File: config.mk
export PLATFORM = sky130hd
export DESIGN_NAME = unison_wavetable_oscillator
export DESIGN_NICKNAME = d
export VERILOG_FILES = /design/src/design/uwo_pkg.sv /design/src/design/uwo_mul.sv /design/src/design/uwo_div.sv /design/src/design/unison_wavetable_oscillator.sv
export VERILOG_INCLUDE_DIRS = /design/src /design/src/design
export SDC_FILE = /design/constraint.sdc
export NUM_CORES = 2
export LEC_CHECK = 0
export ABC_AREA = 1
export BUFFER_PORTS_ARGS = -buffer_cell sky130_fd_sc_hd__buf_2
export CORE_UTILIZATION = 45
export CTS_CLUSTER_SIZE = 14
export DETAILED_ROUTE_END_ITERATION = 10
export PLACE_DENSITY = 0.62
export SYNTH_ARGS = -nofsm -noshare
export SYNTH_HDL_FRONTEND = slang
export SYNTH_SLANG_ARGS = --single-unit
File: constraint.sdc
create_clock -name clk -period 15 [get_ports clk]
set_clock_uncertainty 0.2 [all_clocks]
set_input_delay 0.75 -clock clk [delete_from_list [all_inputs] [get_ports clk]]
set_output_delay 0.75 -clock clk [all_outputs]
set_load 0.01 [all_outputs]
File: src/design/unison_wavetable_oscillator_macros.svh
// ----------------------------------------------------------------------------
// Unison oscillator assertion macros
// Concurrent check wrappers, empty when synthesizing.
// ----------------------------------------------------------------------------
`ifndef UNISON_WAVETABLE_OSCILLATOR_MACROS_SVH
`define UNISON_WAVETABLE_OSCILLATOR_MACROS_SVH
`ifndef SYNTHESIS
`define UWO_ASSERT_IMPL(lbl, clk, rst, pre, post) \
  lbl: assert property (@(posedge clk) disable iff (rst) (pre) |-> (post)) \
    else $error("assertion failed");
`define UWO_ASSERT_NEXT(lbl, clk, rst, pre, post) \
  lbl: assert property (@(posedge clk) disable iff (rst) (pre) |=> (post)) \
    else $error("assertion failed");
`else
`define UWO_ASSERT_IMPL(lbl, clk, rst, pre, post)
`define UWO_ASSERT_NEXT(lbl, clk, rst, pre, post)
`endif
`endif

File: src/design/uwo_pkg.sv
// ----------------------------------------------------------------------------
// Unison oscillator package
// Shared constants, tables and waveform codes.
// ----------------------------------------------------------------------------
package uwo_pkg;
  localparam int DefSampleRate = 48000;
  localparam int DefMaxVoices  = 8;
  localparam int DefPhaseBits  = 32;

  localparam logic [2:0] WAVE_SINE  = 3'd0;
  localparam logic [2:0] WAVE_SAW   = 3'd1;
  localparam logic [2:0] WAVE_PULSE = 3'd2;
  localparam logic [2:0] WAVE_TRI   = 3'd3;
  localparam logic [2:0] WAVE_NOISE = 3'd4;

  localparam logic [2:0] REG_WAVE   = 3'd0;
  localparam logic [2:0] REG_PITCH  = 3'd1;
  localparam logic [2:0] REG_FINE   = 3'd2;
  localparam logic [2:0] REG_PHOFF  = 3'd3;
  localparam logic [2:0] REG_GAIN   = 3'd4;
  localparam logic [2:0] REG_PWIDTH = 3'd5;
  localparam logic [2:0] REG_SPREAD = 3'd6;
  localparam logic [2:0] REG_VCOUNT = 3'd7;

  localparam logic [31:0] LFSR_SEED = 32'h0000ACE1;
  localparam logic [31:0] LFSR_MASK = 32'h80200003;

  typedef struct packed {
    logic [2:0]         wave;
    logic signed [14:0] pitch;
    logic signed [14:0] fine;
    logic [15:0]        phoff;
    logic [15:0]        gain;
    logic [15:0]        pwidth;
    logic [11:0]        spread;
    logic [3:0]         vcount;
  } cfg_t;

  function automatic logic [16:0] semi_lut(input logic [3:0] s);
    case (s)
      4'd0: semi_lut = 17'd32768;   4'd1: semi_lut = 17'd34716;
      4'd2: semi_lut = 17'd36781;   4'd3: semi_lut = 17'd38969;
      4'd4: semi_lut = 17'd41285;   4'd5: semi_lut = 17'd43740;
      4'd6: semi_lut = 17'd46341;   4'd7: semi_lut = 17'd49097;
      4'd8: semi_lut = 17'd52016;   4'd9: semi_lut = 17'd55109;
      4'd10: semi_lut = 17'd58386;  4'd11: semi_lut = 17'd61858;
      4'd12: semi_lut = 17'd65536;
      default: semi_lut = 17'd65536;
    endcase
  endfunction

  function automatic logic [14:0] qsine_lut(input logic [4:0] s);
    case (s)
      5'd0: qsine_lut = 15'd0;      5'd1: qsine_lut = 15'd3212;
      5'd2: qsine_lut = 15'd6393;   5'd3: qsine_lut = 15'd9512;
      5'd4: qsine_lut = 15'd12539;  5'd5: qsine_lut = 15'd15446;
      5'd6: qsine_lut = 15'd18204;  5'd7: qsine_lut = 15'd20787;
      5'd8: qsine_lut = 15'd23170;  5'd9: qsine_lut = 15'd25329;
      5'd10: qsine_lut = 15'd27245; 5'd11: qsine_lut = 15'd28898;
      5'd12: qsine_lut = 15'd30273; 5'd13: qsine_lut = 15'd31356;
      5'd14: qsine_lut = 15'd32137; 5'd15: qsine_lut = 15'd32609;
      default: qsine_lut = 15'd32767;
    endcase
  endfunction
endpackage

File: src/design/uwo_mul.sv
// ----------------------------------------------------------------------------
// Shared multiplier
// Registered signed 33x18 product used by the detune, interpolation, reciprocal, sine and gain steps.
// ----------------------------------------------------------------------------
module uwo_mul import uwo_pkg::*; (
  input  logic               clk,
  input  logic signed [32:0] a,
  input  logic signed [17:0] b,
  output logic signed [50:0] p
);
  always_ff @(posedge clk) begin
    p <= 51'(a) * 51'(b);
  end
endmodule

File: src/design/uwo_div.sv
// ----------------------------------------------------------------------------
// Restoring divider
// Unsigned 48/18 division, one quotient bit per cycle.
// ----------------------------------------------------------------------------
module uwo_div import uwo_pkg::*; (
  input  logic        clk,
  input  logic        rst,
  input  logic        start,
  input  logic [47:0] num,
  input  logic [17:0] den,
  output logic        busy,
  output logic [47:0] quo
);
  logic [5:0]  cnt;
  logic [18:0] rem;
  logic [18:0] trial;
  logic [17:0] dv;

  assign trial = {rem[17:0], quo[47]} - {1'b0, dv};

  always_ff @(posedge clk) begin
    if (rst) begin
      busy <= 1'b0;
      cnt  <= '0;
    end else if (start) begin
      busy <= 1'b1;
      cnt  <= 6'd48;
    end else if (busy) begin
      cnt <= cnt - 6'd1;
      if (cnt == 6'd1) busy <= 1'b0;
    end
  end

  always_ff @(posedge clk) begin
    if (start) begin
      quo <= num;
      rem <= '0;
      dv  <= den;
    end else if (busy) begin
      if (!trial[18]) begin
        rem <= trial;
        quo <= {quo[46:0], 1'b1};
      end else begin
        rem <= {rem[17:0], quo[47]};
        quo <= {quo[46:0], 1'b0};
      end
    end
  end
endmodule

File: src/design/unison_wavetable_oscillator.sv
// ----------------------------------------------------------------------------
// Unison wavetable oscillator
// Bank of unison phase accumulators with shared arithmetic, one sample per accepted note.
// ----------------------------------------------------------------------------
// Usage: present note_pitch on the input channel (in_valid/in_stall); each
// accepted transaction advances every active voice once and yields exactly
// one sample_out on the output channel (out_valid/out_stall).
// Configuration writes arrive on cfg_valid/cfg_ready with cfg_index and
// cfg_data; write them only while the block is idle.
// Each voice runs through the sequencer steps (sine has one more), with the
// bit-serial divider for the detune when more than one voice runs. The phase
// step comes from a reciprocal product in two passes through the one shared
// 33x18 multiplier. Averaging more than one voice adds another divider pass.
// Throughput: one item at a time; in_stall stays high while a sample is in
// work, and the next note can be taken in the cycle after the result is loaded.
// The result sits in an output register; while the receiver stalls it holds,
// the block may accept the next note and waits at the gain step until the
// register frees. Reset: all phases clear, the noise register loads its
// seed, registers take their defaults; out_valid drops.
// ----------------------------------------------------------------------------
`include "unison_wavetable_oscillator_macros.svh"
module unison_wavetable_oscillator import uwo_pkg::*; #(
  parameter int SAMPLE_RATE = DefSampleRate,
  parameter int MAX_VOICES  = DefMaxVoices,
  parameter int PHASE_BITS  = DefPhaseBits
) (
  input  logic               clk,
  input  logic               rst,
  input  logic               in_valid,
  output logic               in_stall,
  input  logic [14:0]        note_pitch,
  output logic               out_valid,
  input  logic               out_stall,
  output logic signed [15:0] sample_out,
  input  logic               cfg_valid,
  output logic               cfg_ready,
  input  logic [2:0]         cfg_index,
  input  logic [15:0]        cfg_data
);
  localparam int VW = (MAX_VOICES > 1) ? $clog2(MAX_VOICES) : 1;
  localparam int CW = $clog2(MAX_VOICES + 1);

  // 440*m<<24 / rate as (m * RCP_W) >> 35, exact for m < 2^17
  localparam longint unsigned RATE_K = 64'd440 << 24;
  localparam longint unsigned RCP_A  = RATE_K / 64'(SAMPLE_RATE);
  localparam longint unsigned RCP_B  = RATE_K % 64'(SAMPLE_RATE);
  localparam longint unsigned RCP_W  = (RCP_A << 35) + ((RCP_B << 35) / 64'(SAMPLE_RATE))
                                       + 64'd1;
  localparam logic [31:0] RCP_LO = RCP_W[31:0];
  localparam logic [31:0] RCP_HI = RCP_W[63:32];

  // sequencer states
  localparam logic [4:0] S_IDLE = 5'd0, S_DET = 5'd1, S_DETW = 5'd2,
    S_OCT = 5'd3, S_INT = 5'd4, S_INTW = 5'd5, S_DIV = 5'd6, S_DIVW = 5'd7,
    S_PH = 5'd8, S_WAVE = 5'd9, S_SINW = 5'd10, S_ACC = 5'd11,
    S_AVG = 5'd12, S_AVGW = 5'd13, S_GAIN = 5'd14, S_GAINW = 5'd15,
    S_RCP = 5'd16, S_RCPW = 5'd17;

  cfg_t cfg;
  logic [4:0]  state;
  logic [VW-1:0] vi;
  logic [CW-1:0] nv;
  logic [14:0] note;
  logic [31:0] phase [MAX_VOICES];
  logic [31:0] lfsr;
  logic signed [21:0] sum;
  logic signed [17:0] xr;       // octave remainder of the re-based pitch
  logic signed [7:0]  oct;
  logic [16:0] mant;
  logic signed [16:0] wv;
  logic [17:0] rlo;
  logic [47:0] qr;
  logic        dsign;

  // shared multiplier
  logic signed [32:0] ma;
  logic signed [17:0] mb;
  logic signed [50:0] mp;
  uwo_mul u_mul (.clk(clk), .a(ma), .b(mb), .p(mp));

  // shared divider: detune quotient and the voice average
  logic        dstart, dbusy;
  logic [47:0] dnum, dq;
  logic [17:0] dden;
  uwo_div u_div (.clk(clk), .rst(rst), .start(dstart), .num(dnum), .den(dden),
                 .busy(dbusy), .quo(dq));

  logic out_load;
  assign cfg_ready = (state == S_IDLE);
  assign in_stall  = (state != S_IDLE);
  // load the output register when it is empty or drains this cycle
  assign out_load  = (state == S_GAINW) && (!out_valid || !out_stall);

  logic [CW-1:0] nv_sat;
  assign nv_sat = ({1'b0, cfg.vcount} > 5'(MAX_VOICES)) ? CW'(MAX_VOICES)
                                                         : CW'(cfg.vcount);

  // detune numerator spread*(2i-(V-1)), sign kept apart for the divider
  logic signed [6:0]  dk;
  logic signed [19:0] dnumer;
  assign dk = 7'sd2 * 7'($unsigned(vi)) - 7'($unsigned(nv)) + 7'sd1;

  // octave split of the re-based pitch (x + 64 octaves, nonnegative):
  // divide by 1024 with a shift, then by 3 with a reciprocal multiply
  logic [17:0] xo;
  logic [11:0] rrem;
  logic [6:0]  oq;
  always_comb begin
    oq = 7'((16'(xo[17:10]) * 16'd171) >> 9);
    rrem = 12'(xo - 18'(oq) * 18'd3072);
  end

  // phase update and offset
  logic [31:0] pmask, inc, newph, pfull;
  logic [15:0] u;
  logic signed [8:0] e;
  logic [63:0] incw;
  assign pmask = 32'((64'd1 << PHASE_BITS) - 64'd1);
  always_comb begin
    e = 9'(PHASE_BITS) - 9'sd39 + 9'(oct);
    if (!e[8]) incw = {16'd0, qr} << ((e > 9'sd20) ? 5'd20 : e[4:0]);
    else       incw = ((-e) >= 9'sd63) ? 64'd0 : ({16'd0, qr} >> 6'(-e));
    inc   = incw[31:0] & pmask;
    newph = (phase[vi] + inc) & pmask;
    pfull = (phase[vi] + ((32'(cfg.phoff) << (PHASE_BITS - 16)) & pmask)) & pmask;
    u     = 16'(pfull >> (PHASE_BITS - 16));
  end

  // sine geometry
  logic [14:0] spos;
  logic [4:0]  sseg;
  logic signed [16:0] sbase;
  assign spos = u[14] ? (15'd16384 - {1'b0, u[13:0]}) : {1'b0, u[13:0]};
  assign sseg = spos[14:10];

  logic [31:0] lfsr_next;
  assign lfsr_next = lfsr[0] ? ((lfsr >> 1) ^ LFSR_MASK) : (lfsr >> 1);

  logic signed [16:0] tri_v;
  logic [15:0] tabs;
  always_comb begin
    tabs  = u[15] ? (u - 16'd32768) : (16'd32768 - u);
    tri_v = (tabs == 16'd32768) ? 17'sd32767 : (17'sd2 * 17'(tabs) - 17'sd32768);
  end

  logic        dneg;
  logic [19:0] dmag;
  logic signed [31:0] gq;
  always_comb begin
    dnumer = 20'(mp);
    dneg   = dnumer[19];
    dmag   = dneg ? -dnumer : dnumer;
    gq     = 32'(mp >>> 15) + ((mp[50] && mp[14:0] != 15'd0) ? 32'sd1 : 32'sd0);
  end

  // interpolated semitone ratio, valid while the product of S_INT is out
  logic [16:0] mant_c;
  assign mant_c = 17'(semi_lut(xr[11:8])) + 17'(mp >>> 8);

  always_comb begin
    ma = '0; mb = '0; sbase = '0;
    dstart = 1'b0; dnum = '0; dden = '0;
    case (state)
      S_DET:  begin ma = 33'($unsigned(cfg.spread)); mb = 18'(dk); end
      S_DETW: begin
        dstart = (nv > CW'(1));
        dnum = 48'(dmag); dden = 18'(nv) * 18'd2 - 18'd2;
      end
      S_INT:  begin
        ma = 33'(semi_lut(4'(rrem[11:8] + 4'd1)) - semi_lut(rrem[11:8]));
        mb = 18'(rrem[7:0]);
      end
      S_INTW: begin ma = 33'(RCP_LO); mb = 18'(mant_c); end
      S_RCP:  begin ma = 33'(RCP_HI); mb = 18'(mant); end
      S_WAVE: begin
        sbase = 17'(qsine_lut(sseg));
        ma = 33'(qsine_lut(5'(sseg + 5'd1))) - 33'(sbase);
        mb = 18'(spos[9:0]);
      end
      S_AVG:  begin
        dstart = (nv > CW'(1));
        dnum = 48'(sum[21] ? -sum : sum); dden = 18'(nv);
      end
      // hold the gain product while the output register is occupied
      S_GAIN, S_GAINW: begin ma = 33'(wv); mb = 18'($unsigned(cfg.gain)); end
      default: ;
    endcase
  end

  always_ff @(posedge clk) begin
    if (rst) begin
      cfg <= '{wave: 3'd0, pitch: '0, fine: '0, phoff: '0, gain: 16'd8192,
               pwidth: 16'd32768, spread: 12'd26, vcount: 4'd1};
    end else if (cfg_valid && cfg_ready) begin
      case (cfg_index)
        REG_WAVE:   cfg.wave   <= cfg_data[2:0];
        REG_PITCH:  cfg.pitch  <= cfg_data[14:0];
        REG_FINE:   cfg.fine   <= cfg_data[14:0];
        REG_PHOFF:  cfg.phoff  <= cfg_data;
        REG_GAIN:   cfg.gain   <= cfg_data;
        REG_PWIDTH: cfg.pwidth <= cfg_data;
        REG_SPREAD: cfg.spread <= cfg_data[11:0];
        REG_VCOUNT: cfg.vcount <= cfg_data[3:0];
        default: ;
      endcase
    end
  end

  logic signed [17:0] det;
  always_ff @(posedge clk) begin
    if (rst) begin
      state <= S_IDLE; out_valid <= 1'b0;
      lfsr <= LFSR_SEED;
      for (int k = 0; k < MAX_VOICES; k++) phase[k] <= '0;
    end else begin
      out_valid <= out_load || (out_valid && out_stall);
      case (state)
        S_IDLE: if (in_valid && !in_stall) begin
          note <= note_pitch; nv <= nv_sat; vi <= '0; sum <= '0;
          state <= (nv_sat == '0) ? S_AVG : S_DET;
        end
        S_DET:  state <= S_DETW;
        S_DETW: begin
          det <= '0;
          dsign <= dneg;
          state <= (nv > CW'(1)) ? S_DIV : S_OCT;
          xo <= '0;
        end
        S_DIV:  state <= S_DIVW;
        S_DIVW: if (!dbusy) begin
          det <= dsign ? -18'(dq) : 18'(dq);
          state <= S_OCT;
        end
        S_OCT: begin
          xo <= 18'(18'sd3072 * 18'sd64 + 18'(note) + 18'(cfg.pitch) + 18'(cfg.fine)
                + det - 18'sd17664);
          state <= S_INT;
        end
        S_INT: begin
          oct <= 8'(oq) - 8'sd64;
          state <= S_INTW;
        end
        S_INTW: state <= S_RCP;
        S_RCP: begin
          rlo <= 18'(mp >>> 32);
          state <= S_RCPW;
        end
        S_RCPW: begin
          qr <= 48'((mp + 51'(rlo)) >>> 3);
          state <= S_PH;
        end
        S_PH: begin
          phase[vi] <= newph;
          state <= S_WAVE;
        end
        S_WAVE: begin
          case (cfg.wave)
            WAVE_SINE:  wv <= sbase;
            WAVE_SAW:   wv <= 17'(u) - 17'sd32768;
            WAVE_PULSE: wv <= (u < cfg.pwidth) ? 17'sd32767 : -17'sd32768;
            WAVE_TRI:   wv <= tri_v;
            WAVE_NOISE: begin
              lfsr <= lfsr_next;
              wv <= 17'(lfsr_next[31:16]) - 17'sd32768;
            end
            default:    wv <= '0;
          endcase
          state <= (cfg.wave == WAVE_SINE) ? S_SINW : S_ACC;
        end
        S_SINW: begin
          wv <= wv + 17'(mp >>> 10);
          state <= S_ACC;
        end
        S_ACC: begin
          sum <= sum + 22'(((cfg.wave == WAVE_SINE) && u[15]) ? -wv : wv);
          if (32'(vi) == 32'(nv) - 1) state <= S_AVG;
          else begin vi <= vi + VW'(1); state <= S_DET; end
        end
        S_AVG:  state <= S_AVGW;
        S_AVGW: if (!dbusy) begin
          if (nv > CW'(1)) wv <= 17'(sum[21] ? -22'(dq) : 22'(dq));
          else wv <= 17'(sum);
          state <= S_GAIN;
        end
        S_GAIN: state <= S_GAINW;
        S_GAINW: if (out_load) begin
          sample_out <= (gq > 32'sd32767) ? 16'sd32767 :
                        (gq < -32'sd32768) ? -16'sd32768 : 16'(gq);
          state <= S_IDLE;
        end
        default: state <= S_IDLE;
      endcase
    end
  end

  // S_INT uses remainder; xo registered in S_OCT
  always_ff @(posedge clk) begin
    xr <= 18'(rrem);
    if (state == S_INTW) mant <= mant_c;
  end

  `UWO_ASSERT_IMPL(a_stall_busy, clk, rst, state != S_IDLE, in_stall)
  `UWO_ASSERT_IMPL(a_cfg_idle, clk, rst, cfg_ready, state == S_IDLE)
  `UWO_ASSERT_NEXT(a_one_out, clk, rst, out_load, out_valid)
  `UWO_ASSERT_NEXT(a_out_hold, clk, rst, out_valid && out_stall, out_valid && $stable(sample_out))
endmodule
==> flow_summary.ini <==
[clocking]
clkSinkCount = 745
worstSkewPairLatency_ns = 0.72
tritoncts = done
clk_pin_slew_ns = 0.06
cts_max_path_buffers = 3
cts-root-buf = clkbuf_16
cts_made_buffers = 83
h_tree_lvls = 3

[detailed_routing]
firstDrtPassIters = 6
finalWirelength_um = 222000
dr.first_iter.drc_count = 5801
drc_errors = 0
via_count = 58106
ant_nets = 0
avg_vias_per_cell = 5.50
wl_per_instance_um = 21.0

[synthesis]
synth-edff-count = 514
synthFlopType = edfxtp_1
yosysWarnings = 0
synthArstFlopShare = 0
syn_avg_cell_area_um2 = 7.99
synth_seq_area_share = 0.296
post-synth-top-area-fraction = 0.228
netlist.top_cell.by_area = edfxtp_1
netlist_top_cells_area = edfxtp_1 23%, fa_1 17%, nand2_1 8.3%
netlist_instances = 8494
netlist-cell-type-count = 72
ys_ff_latch = 745
synth.cell_area_mm2 = 0.0678

[job]
cap_violations = 0

[pwr]
internal-power_mw = 7.34
power_switching_share = 0.545
power_leakage_nw = 33.9
powerDensity_mw_per_mm2 = 219
seq_power_share = 0.174
max-vdd-ir-drop_v = 0.000281
power.share.clock = 0.130
power.combinational.fraction = 0.696
p_sw_mw = 8.78

[critical_path]
critPathSlowestCell = fa_1
critical-path-max-stage-delay_ns = 0.55
critPathMostFrequentCell = inv_1
worstSetupStartpointType = flop
worst_setup_path_end_kind = flop
worst-setup-path-type = reg2reg
timing.critical_path.required_ns = 15.36
timing.critical_path.fanout_max = 13
worst_ep_arrival_time_ns = 14.36

[cells_and_area]
finish.utilization = 0.491
layout.cells.most_common = nand2_1
layout-drive-gt1-share = 0.0562
insertedDiodeCount = 0
area_growth_pct = 8.34
final_nets = 9519
most-common-layout-cells = 1497 x nand2_1, 1414 x inv_1, 1004 x nor2_1

[die]
die_area_mm2 = 0.152
floorplan.initialDensity = 0.453
die_span_in_y_um = 390
ios = 58
dieWidth_um = 390
num_rows = 142
core_region_area_mm2 = 0.150

[global_routing]
grt_pass1_vias = 56214
antenna_found_initial = 10
grt_max_degree = 111
grt_overflow_total = 0
wire_length_of_the_first_global_routing_pass_um = 337000
grt_util_all_layers = 0.290

[sta]
max_freq_mhz = 71.5
finalWorstPathRequiredPeriod_ns = 14.00
finalSetupViolCount = 0
setup_tns_final_ns = 0
maxSlewViolCount = 0
hold_violations = 0
max_slew.worst_pin.slew_ns = 1.13
slew_headroom = 0.241
period_share = 0.933
grt_setup_unrepaired = no

[outcome]
run_status = complete, no violations

[placed_design]
place_congestion = 0.973
hpwl_um = 172000
port_buffers = 57

[hold_path]
worst_hold_path_type = in2reg
metal layers:
layer	vias up	global-route usage	wire length, um
met4	4	0.102	8140
li1	27486	-	-
met2	2219	0.468	101000
met5	-	0	14
met3	368	0.0343	15800
met1	28029	0.401	96300
worst max-delay path, delay by kind of cell, from the launching register on:
family | cells | cell delay (ns)
compound gates | 21 | 3.38
xor+xnor | 1 | 0.15
fa+ha+maj | 15 | 6.78
buf+inv | 13 | 1.00
flops | 1 | 0.48
simple gates | 15 | 1.83
registers in the layout (all words and copies together), names as in the netlist, named ones only:
signal	flops
note	15
dsign	1
sum	22
state	5
lfsr	32
rlo	18
u_div.rem	18
vi	3
u_div.cnt	6
u_div.dv	6
wv	17
cfg	97
u_div.busy	1
u_div.quo	48
phase	256
mant	17
xo	18
qr	48
det	18
nv	4
sample_out	16
u_mul.p	51
oct	7
out_valid	1
repair_timing:
item | CTS | global route
buffers inserted | 0 | 2
resized for setup | 0 | 24
hold buffers | 6 | 0
endpoints found under the hold margin | 6 | 0
setup endpoints to repair | 0 | 23
worst paths after layout:
| path | start | endpoint | slack [ns] | cells past startpoint |
|---|---|---|---|---|
| worst max register to register | xo[11] | u_mul.p[49] | 1.00 | 65 |
| worst max-delay path | xo[11] | u_mul.p[49] | 1.00 | 65 |
| worst min-delay path | note_pitch[9] | note[9] | 0.05 | 1 |
| worst min register to register | cfg[32] | cfg[32] | 0.26 | 2 |
per-stage QoR:
step                hold WS, ns  cells  cell area, um^2  total power, mW  setup slack, ns
global placement          0.238  10405            70500             13.7            0.493
detailed placement        0.245  10405            70500             13.8            0.445
finish                   0.0489  10568            73500             16.1             1.00
global route             0.0254  10568            73500             17.6          0.00447
floorplan                 0.206   8499            67900             10.7             2.03
CTS                      0.0121  10566            73400             16.0            0.356
cell type report:
class | count | area (um^2)
inverters | 1476 | 5550
well taps | 2016 | 2520
fillers | 14548 | 76300
flip-flops and latches | 745 | 20100
clock buffers | 109 | 2270
repair buffers | 192 | 1330
multi-input cells | 5984 | 41200
clock inverters | 46 | 542
cell families after synthesis:
kind of cell    after synthesis  synth area share
simple gates               3069             0.187
buf+inv                    1770            0.0991
compound gates             1652             0.136
fa+ha+maj                   998             0.248
flops                       745             0.296
xor+xnor                    245            0.0319
mux                          14           0.00207
other cells                   1         0.0000553
synth_stat cells, types with 14 or more instances:
cell / instances
nand2_1: 1501
inv_1: 1417
nor2_1: 1009
o21ai_0: 705
fa_1: 581
a21oi_1: 575
edfxtp_1: 514
ha_1: 417
clkbuf_1: 263
nand3_1: 259
dfxtp_1: 231
xor2_1: 170
nor3_1: 91
a31oi_1: 73
xnor2_1: 73
o211ai_1: 66
nand4_1: 65
nand2_2: 39
inv_2: 35
o22ai_1: 31
clkinv_1: 23
o21a_1: 23
o21bai_1: 22
or2_2: 22
nor4_1: 21
o2111ai_1: 20
a221oi_1: 16
a32o_1: 16
a211oi_1: 15
a22oi_1: 15
mux2i_1: 14
power groups by stage:
stage | Combinational (mW) | Clock [mW] | Sequential [mW]
3_3_place_gp | 10.9 | 0 | 2.83
4_1_cts | 11.1 | 2.13 | 2.79
5_1_grt | 12.6 | 2.21 | 2.82
2_1_floorplan | 7.94 | 0 | 2.73
6_report | 11.2 | 2.10 | 2.80
3_5_place_dp | 11.0 | 0 | 2.83
(Power assumes the default switching activity.)
